## src/hw/rtl/bcht_pkg.sv

```systemverilog
`timescale 1ns / 1ps

package bcht_pkg;

    localparam int KEY_W    = 64;
    localparam int HANDLE_W = 32;
    localparam int BKT_IN_W = 10;
    localparam int STATUS_W = 2;

    typedef enum logic [STATUS_W-1:0] {
        ST_FOUND    = 2'd0,
        ST_INSERTED = 2'd1,
        ST_NOTFOUND = 2'd2,
        ST_FULL     = 2'd3
    } t_status;

    typedef enum logic [3:0] {
        S_CLEAR,
        S_IDLE,
        S_RED,
        S_RD1,
        S_CK1,
        S_RD2,
        S_CK2,
        S_WRD,
        S_WCK,
        S_ULOG,
        S_URD,
        S_UWR,
        S_DONE
    } t_state;

endpackage

```

## src/hw/rtl/bcht_cmp.sv

```systemverilog
`timescale 1ns / 1ps

module bcht_cmp import bcht_pkg::*; #(
    parameter int WAYS = 4,
    parameter int IW   = 10
) (
    input  logic [WAYS-1:0][KEY_W+2*IW+HANDLE_W:0] i_row,
    input  logic [KEY_W-1:0]                       i_key,
    output logic                                   o_hit,
    output logic [HANDLE_W-1:0]                    o_hit_handle,
    output logic                                   o_free,
    output logic [((WAYS > 1) ? $clog2(WAYS) : 1)-1:0] o_free_way
);

    localparam int EW    = KEY_W + 2 * IW + HANDLE_W + 1;
    localparam int WW    = (WAYS > 1) ? $clog2(WAYS) : 1;
    localparam int KEY_L = HANDLE_W + 2 * IW;

    // descending scan so the lowest way wins
    always_comb begin
        o_hit        = 1'b0;
        o_hit_handle = '0;
        o_free       = 1'b0;
        o_free_way   = '0;
        for (int w = WAYS - 1; w >= 0; w--) begin
            if (i_row[w][EW-1] && (i_row[w][KEY_L +: KEY_W] == i_key)) begin
                o_hit        = 1'b1;
                o_hit_handle = i_row[w][HANDLE_W-1:0];
            end
            if (!i_row[w][EW-1]) begin
                o_free     = 1'b1;
                o_free_way = WW'(w);
            end
        end
    end

endmodule

```

## config.mk

```make
export PLATFORM = sky130hd
export DESIGN_NAME = bcht_cmp
export DESIGN_NICKNAME = d
export VERILOG_FILES = /design/src/hw/rtl/bcht_pkg.sv /design/src/hw/rtl/bcht_cmp.sv
export SDC_FILE = /design/constraint.sdc
export NUM_CORES = 1
export LEC_CHECK = 0
export BUFFER_PORTS_ARGS = -buffer_cell sky130_fd_sc_hd__buf_2
export CORE_AREA = 2 2 219 221
export DETAILED_ROUTE_END_ITERATION = 6
export DIE_AREA = 0 0 221 223
export SYNTH_ARGS = -nofsm -noshare
export SYNTH_HDL_FRONTEND = slang
export SYNTH_SLANG_ARGS = --single-unit
```

## constraint.sdc

```tcl
create_clock -name vclk -period 5.12
set_input_delay 1.024 -clock vclk [all_inputs]
set_output_delay 1.024 -clock vclk [all_outputs]
set_load 0.01 [all_outputs]
```

==> summary.txt <==
Cell taking the most area after synthesis: xnor2_1
# rows: 80
Final nets: 1646
Period utilization: 95.63%
Post-Synthesis Cell Area: 4161 um^2
Least-Margin Pin Slew: 644.1 ps
Core Region: 47150 um^2
Initial Utilization: 8.827%
Worst Path Max Fanout: 20
Synth top area cells: xnor2_1, xor2_1, o221a_1, o2111ai_1, inv_1
Worst Hold Endpoint: o_free
Drt drc: 0
Library cells used by synthesis: 34
Initial antenna violation count: 15
DR pass1 iterations: 4
P_leak: 3.785 nW
CP arrival: 3870 ps
Register area share after synthesis: 0%
P_sw: 0.0002844 W
PortBufs: 488
Outcome: completed
Pwr/cell area: 69.26 nW/um^2
Clkbuf count: 0
Die Y: 223 um
Post-CTS Resized: 0
Sw Ratio: 52.10%
Layout cells sized above 1: 50.99%
Finished Core Util: 16.71%
Die Wd: 221 um
Hold-fix buffers at CTS: 0
DR WL/cell: 23.16 um
FILL cells: 5494
Layout area overhead: 89.36%
Max-Cap Viols: 0
Worst Path Required: 4100 ps
First-pass GRT wire length: 52370 um
Power Internal: 0.0002614 W
GP Congestion: 0.9067
Clock power share: 0%
Total routed wirelength: 40170 um
Worst Hold Depth: 3
Vias/cell: 3.955
Synth Warn #: 0
Slew headroom: 55.95%
Top cell type's share of synthesized area: 24.62%
Post-route antenna net violation count: 0
DP HPWL: 37600 um
Final sequential cell count: 0
Startpoint types: input pin
Endpoints failing hold: 0
Setup bufs post-CTS: 0
Worst Hold Launch: i_row[116]
Post-synth net total: 1115
Syn Area/Cell: 7.138 um^2
RSZ-0062 raised after global routing: no
Slew Viols, Final: 0
Final Setup Violations: 0
Sequential cell area: 0 um^2
Iter 0 DRT Violations: 339
Hold/Removal Path Class: input pin to primary output
Comb pwr share: 100.0%
Total track usage: 15.42%
Largest net degree at the start of global routing: 33
Worst setup EP type: primary output
Fmax: 204.2 MHz
Via count: 6862
Post-route setup TNS: 0 ps
CP Class: input pin to primary output
I/O pin cnt: 568
Vias in the first global route: 7003
Minimum clock period: 4896 ps
Instance count of the mapped netlist: 583
Die area: 49280 um^2
Worst VDD drop: 0.03864 mV
Multi-input logic area: 3721 um^2
Seq pwr share: 0%
Grt total ovfl: 0
==> worst max-delay path by stage <==
stage,from,to,slack (ps),cells after the start
floorplan,i_key[29],o_hit_handle[14],1030,10
global placement,i_key[44],o_hit_handle[8],190,13
detailed placement,i_key[10],o_hit_handle[26],190,14
CTS,i_key[60],o_hit_handle[26],190,13
global route,i_key[44],o_hit_handle[26],30,12
finish,i_key[60],o_hit_handle[26],220,13
==> worst max-delay path: stages <==
cell       delay (ps)
buf_2             140
xnor2_1           310
nand4_1           160
nor4_1            280
buf_4             170
nand4_1           110
buf_4             170
or4_1             550
buf_4             280
buf_4             200
o2111ai_1         110
o221a_1           220
buf_2             130
==> cell usage in the layout (no fill, tap or decap), types with 2 or more instances in the layout <==
cell type	Yosys	routed
nand3_1	36	36
o2bb2ai_1	6	6
xor2_1	68	68
nor2b_1	25	25
xnor2_1	117	117
a22oi_1	5	5
a2111oi_0	9	9
or4_1	3	3
a221oi_1	12	12
nand2b_1	14	14
nor4_1	23	22
and3_1	2	2
a21oi_1	2	2
a222oi_1	2	2
o22ai_1	13	13
nand4_1	37	37
diode_2	0	8
and4_1	3	3
nand2_1	4	4
o221ai_1	4	4
inv_1	81	81
o221a_2	2	2
buf_12	0	6
nor3_1	6	6
o2111ai_1	37	37
buf_2	7	488
nor2_1	2	2
o221a_1	30	30
buf_4	0	67
o21ai_0	3	3
==> cell usage after synthesis (all sizes together), types with 5 or more instances <==
cell type and n:
a2111oi 9, nor3 6, a221oi 12, clkbuf 22, nand3 36, o22ai 13
inv 81, nor2b 25, o2bb2ai 6, o2111ai 37, o221a 32, nor4 23
xnor2 117, a22oi 5, buf 10, nand4 37, xor2 68, nand2b 15
==> kinds of logic (layout without fill, tap and decap cells) <==
family | after synthesis | count (layout) | share of synthesized area (%)
other cells | 0 | 8 | 0
compound gates | 128 | 128 | 27.57
xor+xnor | 185 | 185 | 38.94
simple gates | 157 | 157 | 22.55
buf+inv | 113 | 642 | 10.94
==> through the flow <==
stage	cells	setup WS, ps	power, W	area, um^2	hold WS (ps)
after floorplan	583	1026	0.0001857	4161	2125
after global placement	1727	193.7	0.0005485	7860	2385
after detailed placement	1727	186.8	0.0005510	7860	2382
after CTS	1727	186.0	0.0005536	7860	2382
after global routing	1728	25.10	0.0005915	7863	2405
final	1735	223.7	0.0005457	7880	2378
==> power groups by stage <==
stage          clock network [W]  logic [W]  registers (W)
3_3_place_gp                   0   0.000549              0
2_1_floorplan                  0   0.000186              0
5_1_grt          0.0000000000261   0.000591              0
6_report          0.000000000157   0.000546              0
4_1_cts                        0   0.000554              0
3_5_place_dp                   0   0.000551              0
==> final cells by class <==
type / instances / area share, %
Multi-Input combinational cell: 470 / 47.22
Antenna cell: 8 / 0.2540
Inverter: 81 / 3.858
Tap cell: 615 / 9.765
Timing Repair Buffer: 561 / 38.90
==> routing by layer <==
layer | vias to the layer above | track usage [%] | share of wire, %
met5 | - | 0 | 0.19
met4 | 12 | 3.810 | 2.9
met3 | 55 | 3.385 | 7.8
met2 | 431 | 28.87 | 50
met1 | 3117 | 17.60 | 39
li1 | 3247 | - | -
Power figures use the tool's default switching activity.
