--- src/hw/rtl/bcht_pkg.sv ---
`timescale 1ns / 1ps

package bcht_pkg;

    localparam int KEY_W    = 64;
    localparam int HANDLE_W = 32;
    localparam int BKT_IN_W = 10;
    localparam int STATUS_W = 2;

    typedef enum logic [STATUS_W-1:0] {
        ST_FOUND    = 2'd0,
        ST_INSERTED = 2'd1,
        ST_NOTFOUND = 2'd2,
        ST_FULL     = 2'd3
    } t_status;

    typedef enum logic [3:0] {
        S_CLEAR,
        S_IDLE,
        S_RED,
        S_RD1,
        S_CK1,
        S_RD2,
        S_CK2,
        S_WRD,
        S_WCK,
        S_ULOG,
        S_URD,
        S_UWR,
        S_DONE
    } t_state;

endpackage

--- src/hw/rtl/bcht_red.sv ---
`timescale 1ns / 1ps

module bcht_red import bcht_pkg::*; #(
    parameter int BUCKETS = 1024
) (
    input  logic                       i_clk,
    input  logic                       i_rst_n,
    input  logic                       i_start,
    input  logic [BKT_IN_W-1:0]        i_a,
    input  logic [BKT_IN_W-1:0]        i_b,
    output logic                       o_done,
    output logic [$clog2(BUCKETS)-1:0] o_a,
    output logic [$clog2(BUCKETS)-1:0] o_b
);

    localparam int IW   = $clog2(BUCKETS);
    localparam int SPAN = 1 << BKT_IN_W;
    // restoring steps needed so that the value ends below the bucket count
    localparam int RS   = (BUCKETS >= SPAN) ? 0 : $clog2((SPAN + BUCKETS - 1) / BUCKETS);
    localparam int CW   = (RS > 0) ? $clog2(RS + 1) : 1;
    localparam logic [BKT_IN_W:0] BK = (BKT_IN_W + 1)'(BUCKETS);

    logic                r_busy, n_busy;
    logic [CW-1:0]       r_cnt, n_cnt;
    logic [BKT_IN_W-1:0] r_a, n_a, r_b, n_b;
    logic [BKT_IN_W:0]   sub;

    assign sub = BK << (r_cnt - 1'b1);

    always_comb begin
        n_busy = r_busy;
        n_cnt  = r_cnt;
        n_a    = r_a;
        n_b    = r_b;
        if (i_start) begin
            n_busy = 1'b1;
            n_cnt  = CW'(RS);
            n_a    = i_a;
            n_b    = i_b;
        end else if (r_busy) begin
            if (r_cnt != '0) begin
                n_cnt = r_cnt - 1'b1;
                if ({1'b0, r_a} >= sub) n_a = BKT_IN_W'({1'b0, r_a} - sub);
                if ({1'b0, r_b} >= sub) n_b = BKT_IN_W'({1'b0, r_b} - sub);
            end else begin
                n_busy = 1'b0;
            end
        end
    end

    always_ff @(posedge i_clk) begin
        if (!i_rst_n) begin
            r_busy <= 1'b0;
            r_cnt  <= '0;
        end else begin
            r_busy <= n_busy;
            r_cnt  <= n_cnt;
        end
        r_a <= n_a;
        r_b <= n_b;
    end

    assign o_done = r_busy && (r_cnt == '0);
    assign o_a    = IW'(r_a);
    assign o_b    = IW'(r_b);

endmodule

--- config.mk ---
export PLATFORM = sky130hd
export DESIGN_NAME = bcht_red
export DESIGN_NICKNAME = d
export VERILOG_FILES = /design/src/hw/rtl/bcht_pkg.sv /design/src/hw/rtl/bcht_red.sv
export SDC_FILE = /design/constraint.sdc
export NUM_CORES = 1
export LEC_CHECK = 0
export ABC_CLOCK_PERIOD_IN_PS = 1250
export BUFFER_PORTS_ARGS = -buffer_cell sky130_fd_sc_hd__buf_4
export CORE_ASPECT_RATIO = 1.4
export CORE_UTILIZATION = 46
export CTS_CLUSTER_DIAMETER = 120
export DETAILED_ROUTE_END_ITERATION = 12
export PLACE_DENSITY = 0.81
export REMOVE_ABC_BUFFERS = 1
export SKIP_CTS_REPAIR_TIMING = 1
export SYNTH_ARGS = -nofsm -noshare
export SYNTH_HDL_FRONTEND = slang
export SYNTH_SLANG_ARGS = --single-unit
--- constraint.sdc ---
create_clock -name i_clk -period 1.25 [get_ports i_clk]
set_input_delay 0.0625 -clock i_clk [delete_from_list [all_inputs] [get_ports i_clk]]
set_output_delay 0.0625 -clock i_clk [all_outputs]
set_load 0.005 [all_outputs]
==> results of run 1 <==
layer usage:
| layer | part of all wire, % | up-vias |
|---|---|---|
| met3 | 4.9 | 0 |
| met2 | 60 | 21 |
| met4 | 0 | 0 |
| met1 | 35 | 240 |
| li1 | - | 258 |
| met5 | 0 | - |
power by group through the flow:
stage / registers [mW] / logic (mW) / clock network (mW)
floorplan: 0.873 / 0.0479 / 0
global placement: 0.867 / 0.195 / 0
detailed placement: 0.872 / 0.204 / 0
CTS: 0.855 / 0.204 / 0.331
global route: 0.862 / 0.222 / 0.354
finish: 0.854 / 0.204 / 0.316
cell usage in the layout (no fill, tap or decap):
cell / instances
edfxtp_1: 20
mux2_2: 14
clkbuf_1: 1
buf_4: 43
dfxtp_1: 1
dlygate4sd3_1: 1
clkbuf_4: 3
and2_1: 7
sequential cells by signal, indices dropped and copies added (netlist names):
name / flops
o_b: 10
r_busy: 1
o_a: 10
area by class of cell:
class	count	area share, %
clock buffers	4	2.18
multi-input cells	21	16.7
flip-flops and latches	21	51.5
well taps	20	2.07
repair buffers	44	27.6
path summary, 6_finish.rpt:
check	slack, ps	end	depth (start not counted)	startpoint
setup / recovery	300	o_a[3]$_DFFE_PP_	1	o_a[3]$_DFFE_PP_
hold / removal	50	o_a[0]$_DFFE_PP_	2	i_a[0]
setup reg to reg	300	o_a[3]$_DFFE_PP_	1	o_a[3]$_DFFE_PP_
hold reg to reg	590	o_b[9]$_DFFE_PP_	1	o_b[9]$_DFFE_PP_
stage by stage:
step | utilization (%) | cells | instance area, µm² | power [mW] | setup WS (ps)
after floorplan | - | 42 | 822 | 0.921 | 355
after global placement | 66.6 | 105 | 1170 | 1.06 | 186
after detailed placement | 66.6 | 105 | 1170 | 1.08 | 144
after CTS | 68.1 | 109 | 1200 | 1.39 | 293
after global routing | 68.7 | 110 | 1210 | 1.44 | 256
final | 68.7 | 110 | 1210 | 1.37 | 299
logic make-up after synthesis:
family                 synth area share (%)
buffers and inverters                  3.95
AND/OR/NAND/NOR                        5.12
flip-flops                             72.5
multiplexers                           18.4
==> metrics.txt, run 1 <==
Post-synth EDFFs=20; Clock transition at path regs=approximately 110 ps; top cells by area, synth=edfxtp_1, mux2_2, and2_1; # IOs=44; Slew Limit Fails=0; # port buffers=43; n_diodes=0; CP top delay family=flip-flops; CP max FO=2; RSZ-0062 raised after global routing=false; Rel. slew slack=between 70% and 80%; sw power=roughly 280 µW; critical path class=register to register; htree depth=1; Die Ht=around 53 µm; Mapped Area=roughly 860 µm²; multi-input logic area=~200 µm²; Final setup viols=0; total CTS buffers=3; worst path arrival time=1000 ps; Seq/Total Area, Yosys=about 73%; most frequent cell after synthesis=edfxtp_1; core area=~0.0018 mm²; Max Cap Viol=0; # clock sinks=21; ANT nets after route=0; FP Rows=18; pwr dens=1140 mW/mm²; first-pass GRT wire length=2210 µm; grt met3 use=under 10%; DRT Pass-1 Iters=4; FF+latch count, synth=21; Seq pwr share=62.2%; CTS max path bufs=2; Reg area=621 µm²; via/cell ratio=~4.7; worst slew pin tran=434 ps; M2 GR Usage=29.1%; Top Usage Layer GRT=met2; min Tclk post-route=about 950 ps; synth unique cells=6; CP max-delay cell=edfxtp_1; number of global-route vias before repair=between 400 and 500; DR vias=519; Setup crit end kind=register; share of the synthesized area in the top cell type=between 70% and 80%; DRC Markers=0; Worst EP required=1300 ps; FILL cells=roughly 140; Die Area=slightly above 0.002 mm²; top_reg_cell synth=edfxtp_1; initial detailed-routing violation count=3; commonest cells in the netlist=edfxtp_1, mux2_2, and2_1, clkbuf_1, buf_6; Sw Share=slightly above 20%; Avg Cell Area, Syn=18.2 µm²; asr flop ratio synth=0%; Final Hold Fails=0; f_max=1050 MHz; GRT Total Usage=between 10% and 20%; TritonCTS clock tree=built; Area Overhead vs Synth=40.9%; CTS root buffer=clkbuf_4; final WL=1510 µm; maximum vdd ir drop=approximately 0.00079 V; area leader, netlist=edfxtp_1; hold_ws=50.3 ps; Internal=~1.1 mW; clock network power share=between 20% and 30%; Ys Warns=0; Worst-Skew Late Latency=around 290 ps; met1 Usage GRT=between 10% and 20%; Worst Path Buf+Inv=0; Initial Util=around 49%; Period Utilization, post-route=about three quarters; Remaining Overflow, GRT=0; Hold Path Class=input pin to register; setup tns final=0 ps; initial antenna violation count=0; outcome=complete, no violations; GPL Wtd Cong=roughly 0.6; Layout Nets=114; pin count of the biggest net entering global routing=42; layout cells sized above 1=approximately two thirds; clk_skew=0 ps; Cells after Synth=47; Startpoint Class=register; drt wl/cell=~14 µm; crit-path cells=mux2_2; Pleak=between 0.5 and 0.6 nW; CP max stage delay=roughly 420 ps; combinational power share=between 10% and 20%; die width=between 30 and 40 µm
No activity file was read; power rests on OpenSTA's default activity.
==> run 2: changes to the inputs <==
--- a/config.mk
+++ b/config.mk
@@ -5,13 +5,13 @@
 export SDC_FILE = /design/constraint.sdc
 export NUM_CORES = 1
 export LEC_CHECK = 0
-export ABC_CLOCK_PERIOD_IN_PS = 1250
+export ABC_CLOCK_PERIOD_IN_PS = 970
 export BUFFER_PORTS_ARGS = -buffer_cell sky130_fd_sc_hd__buf_4
 export CORE_ASPECT_RATIO = 1.4
-export CORE_UTILIZATION = 46
+export CORE_UTILIZATION = 43
 export CTS_CLUSTER_DIAMETER = 120
 export DETAILED_ROUTE_END_ITERATION = 12
-export PLACE_DENSITY = 0.81
+export PLACE_DENSITY = 0.76
 export REMOVE_ABC_BUFFERS = 1
 export SKIP_CTS_REPAIR_TIMING = 1
 export SYNTH_ARGS = -nofsm -noshare
==> constraint.sdc (replaced) <==
create_clock -name i_clk -period 0.97 [get_ports i_clk]
set_input_delay 0.0485 -clock i_clk [delete_from_list [all_inputs] [get_ports i_clk]]
set_output_delay 0.0485 -clock i_clk [all_outputs]
set_load 0.005 [all_outputs]
==> run 2 against run 1 <==
  * Sequential power grew 29%
  * Sequential cell count is the same
  * Design area grew 3.2%
  * First-iteration DRC count grew to 2.7 times the previous value
  * Largest cell class unchanged
  * Clock skew is the same
  * Clock power grew 24%
  * Non-clock buffer count grew 5
==> metrics.txt, run 2 (same netlist as run 1, synthesis figures left out) <==
n_diodes=0 (unchanged); # clock sinks=21 (unchanged); Remaining Overflow, GRT=0 (unchanged); htree depth=1 (unchanged); Area Overhead vs Synth=45.5%; FP Rows=18 (unchanged); min Tclk post-route=931 ps (-19.5 ps); Worst EP required=1020 ps (-280 ps); TritonCTS clock tree=built; Initial Util=46.9% (-1.8 points); CP top delay family=flip-flops; # IOs=44 (unchanged); Slew Limit Fails=0 (unchanged); placed cell areas=0.00121 mm² (+3.2%); DR vias=556 (+7.1%); reg2reg path depth=1 (unchanged); f_max=1070 MHz (+2.1%); Pleak=0.530 nW (+5.3%); worst slew pin tran=310 ps (-124 ps); Worst-Skew Late Latency=290 ps (about the same); hpwl dp=1200 µm; number of global-route vias before repair=589 (+19%); DRT Pass-1 Iters=4 (unchanged); pin count of the biggest net entering global routing=29 (-31%); Die Area=0.00218 mm² (+6.7%); Setup crit end kind=register; crit-path cells=mux2_2; Final Hold Fails=0 (unchanged); layout cells sized above 1=69.5% (+2.8 points); Worst R2R Setup Slack=40 ps (-260 ps); DRC Markers=0 (unchanged); total CTS buffers=3 (unchanged); ANT nets after route=0 (unchanged); Final setup viols=0 (unchanged); die width=39.7 µm (+3.3%); outcome=complete, no violations; WP depth=1 (unchanged); worst path arrival time=990 ps (about the same); CP max FO=2 (unchanged); CP max-delay cell=edfxtp_1; Layout Nets=119 (+4.4%); core area=0.00182 mm² (+3.8%); Die Ht=54.8 µm (+3.3%); Clock transition at path regs=110 ps (about the same); Hold Path Class=input pin to register; Startpoint Class=register; Worst Path Buf+Inv=0 (unchanged); Critical path origin=o_b[4]$_DFFE_PP_; final WL=1530 µm (+1.6%); fin area=0.00124 mm² (+3.2%); via/cell ratio=4.83 (+2.5%); GPL Wtd Cong=0.571 (-2.3%); first-pass GRT wire length=2410 µm (+8.8%); Max Cap Viol=0 (unchanged); RSZ-0062 raised after global routing=false; Reg-to-Reg Start=o_b[4]$_DFFE_PP_; CTS root buffer=clkbuf_4; Hold Path Stages=2 (unchanged); Rel. slew slack=79.3% (+8.3 points); critical path class=register to register; drt wl/cell=13.3 µm (-2.8%); initial detailed-routing violation count=8 (+5); most frequent cells in the layout=buf_4, edfxtp_1, mux2_2; pwr dens=1420 mW/mm² (+25%); # port buffers=43 (unchanged); end of the worst register-to-register path=o_b[4]$_DFFE_PP_; GRT Total Usage=17.0% (+0.13 points); initial antenna violation count=0 (unchanged); commonest non-fill, non-tap cell in the layout=buf_4; Period Utilization, post-route=96.0% (+20 points); maximum vdd ir drop=0.00106 V (+33%); CTS max path bufs=2 (unchanged); Critical Path End=o_b[4]$_DFFE_PP_; clk_skew=0 ps (unchanged); CP max stage delay=420 ps (about the same); Layout Utilization=68.2% (-0.42 points)
-- run 2: cell types whose count changed in the layout (fill, tap and decap cells not counted) --
cell,change
clkinv_2,+1
buf_4,+5
clkbuf_1,-1
-- run 2: power by group --
part | switching [mW] | internal, mW | total [mW]
sequential | 0.0277 | 1.07 | 1.10
combinational | 0.0864 | 0.192 | 0.279
clock | 0.240 | 0.153 | 0.393
-- run 2: final cells by class --
class | count | area, µm²
clock buffer | 3 | 22.5
sequential | 21 | 621
multi-input combinational | 21 | 201
clock inverter | 1 | 5.00
tap | 20 | 25.0
timing repair buffer | 49 | 370
fill | 150 | 579
-- run 2: worst min path at each step --
stage / startpoint / end / slack [ps]
3_5_place_dp: i_rst_n / r_busy$_SDFF_PN0_ / 270
6_report: i_b[2] / o_b[2]$_DFFE_PP_ / 40
3_3_place_gp: i_rst_n / r_busy$_SDFF_PN0_ / 260
4_1_cts: i_rst_n / r_busy$_SDFF_PN0_ / -50
2_1_floorplan: i_start / o_a[0]$_DFFE_PP_ / 160
5_1_grt: i_b[2] / o_b[2]$_DFFE_PP_ / 30
-- run 2: per-stage QoR --
| stage | total power, mW | std cells | hold slack [ps] | worst slack (ps) | TNS [ps] |
|---|---|---|---|---|---|
| final | 1.77 | 115 | 35.3 | 38.7 | 0 |
| after global routing | 1.87 | 115 | 26.5 | 1.90 | 0 |
| after CTS | 1.80 | 114 | -51.1 | 41.2 | 0 |
| after detailed placement | 1.40 | 110 | 268 | -16.0 | -125 |
| after global placement | 1.39 | 110 | 258 | 7.94 | 0 |
| after floorplan | 1.19 | 42 | 161 | 75.2 | 0 |
-- run 2: per-layer routing --
layer  part of all wire [%]  vias to the layer above  GRT usage, %
met5                      0                        -             0
li1                       -                      269             -
met2                     59                       23          32.0
met3                    6.3                        2          2.85
met1                     33                      262          16.3
met4                   0.92                        0          10.3
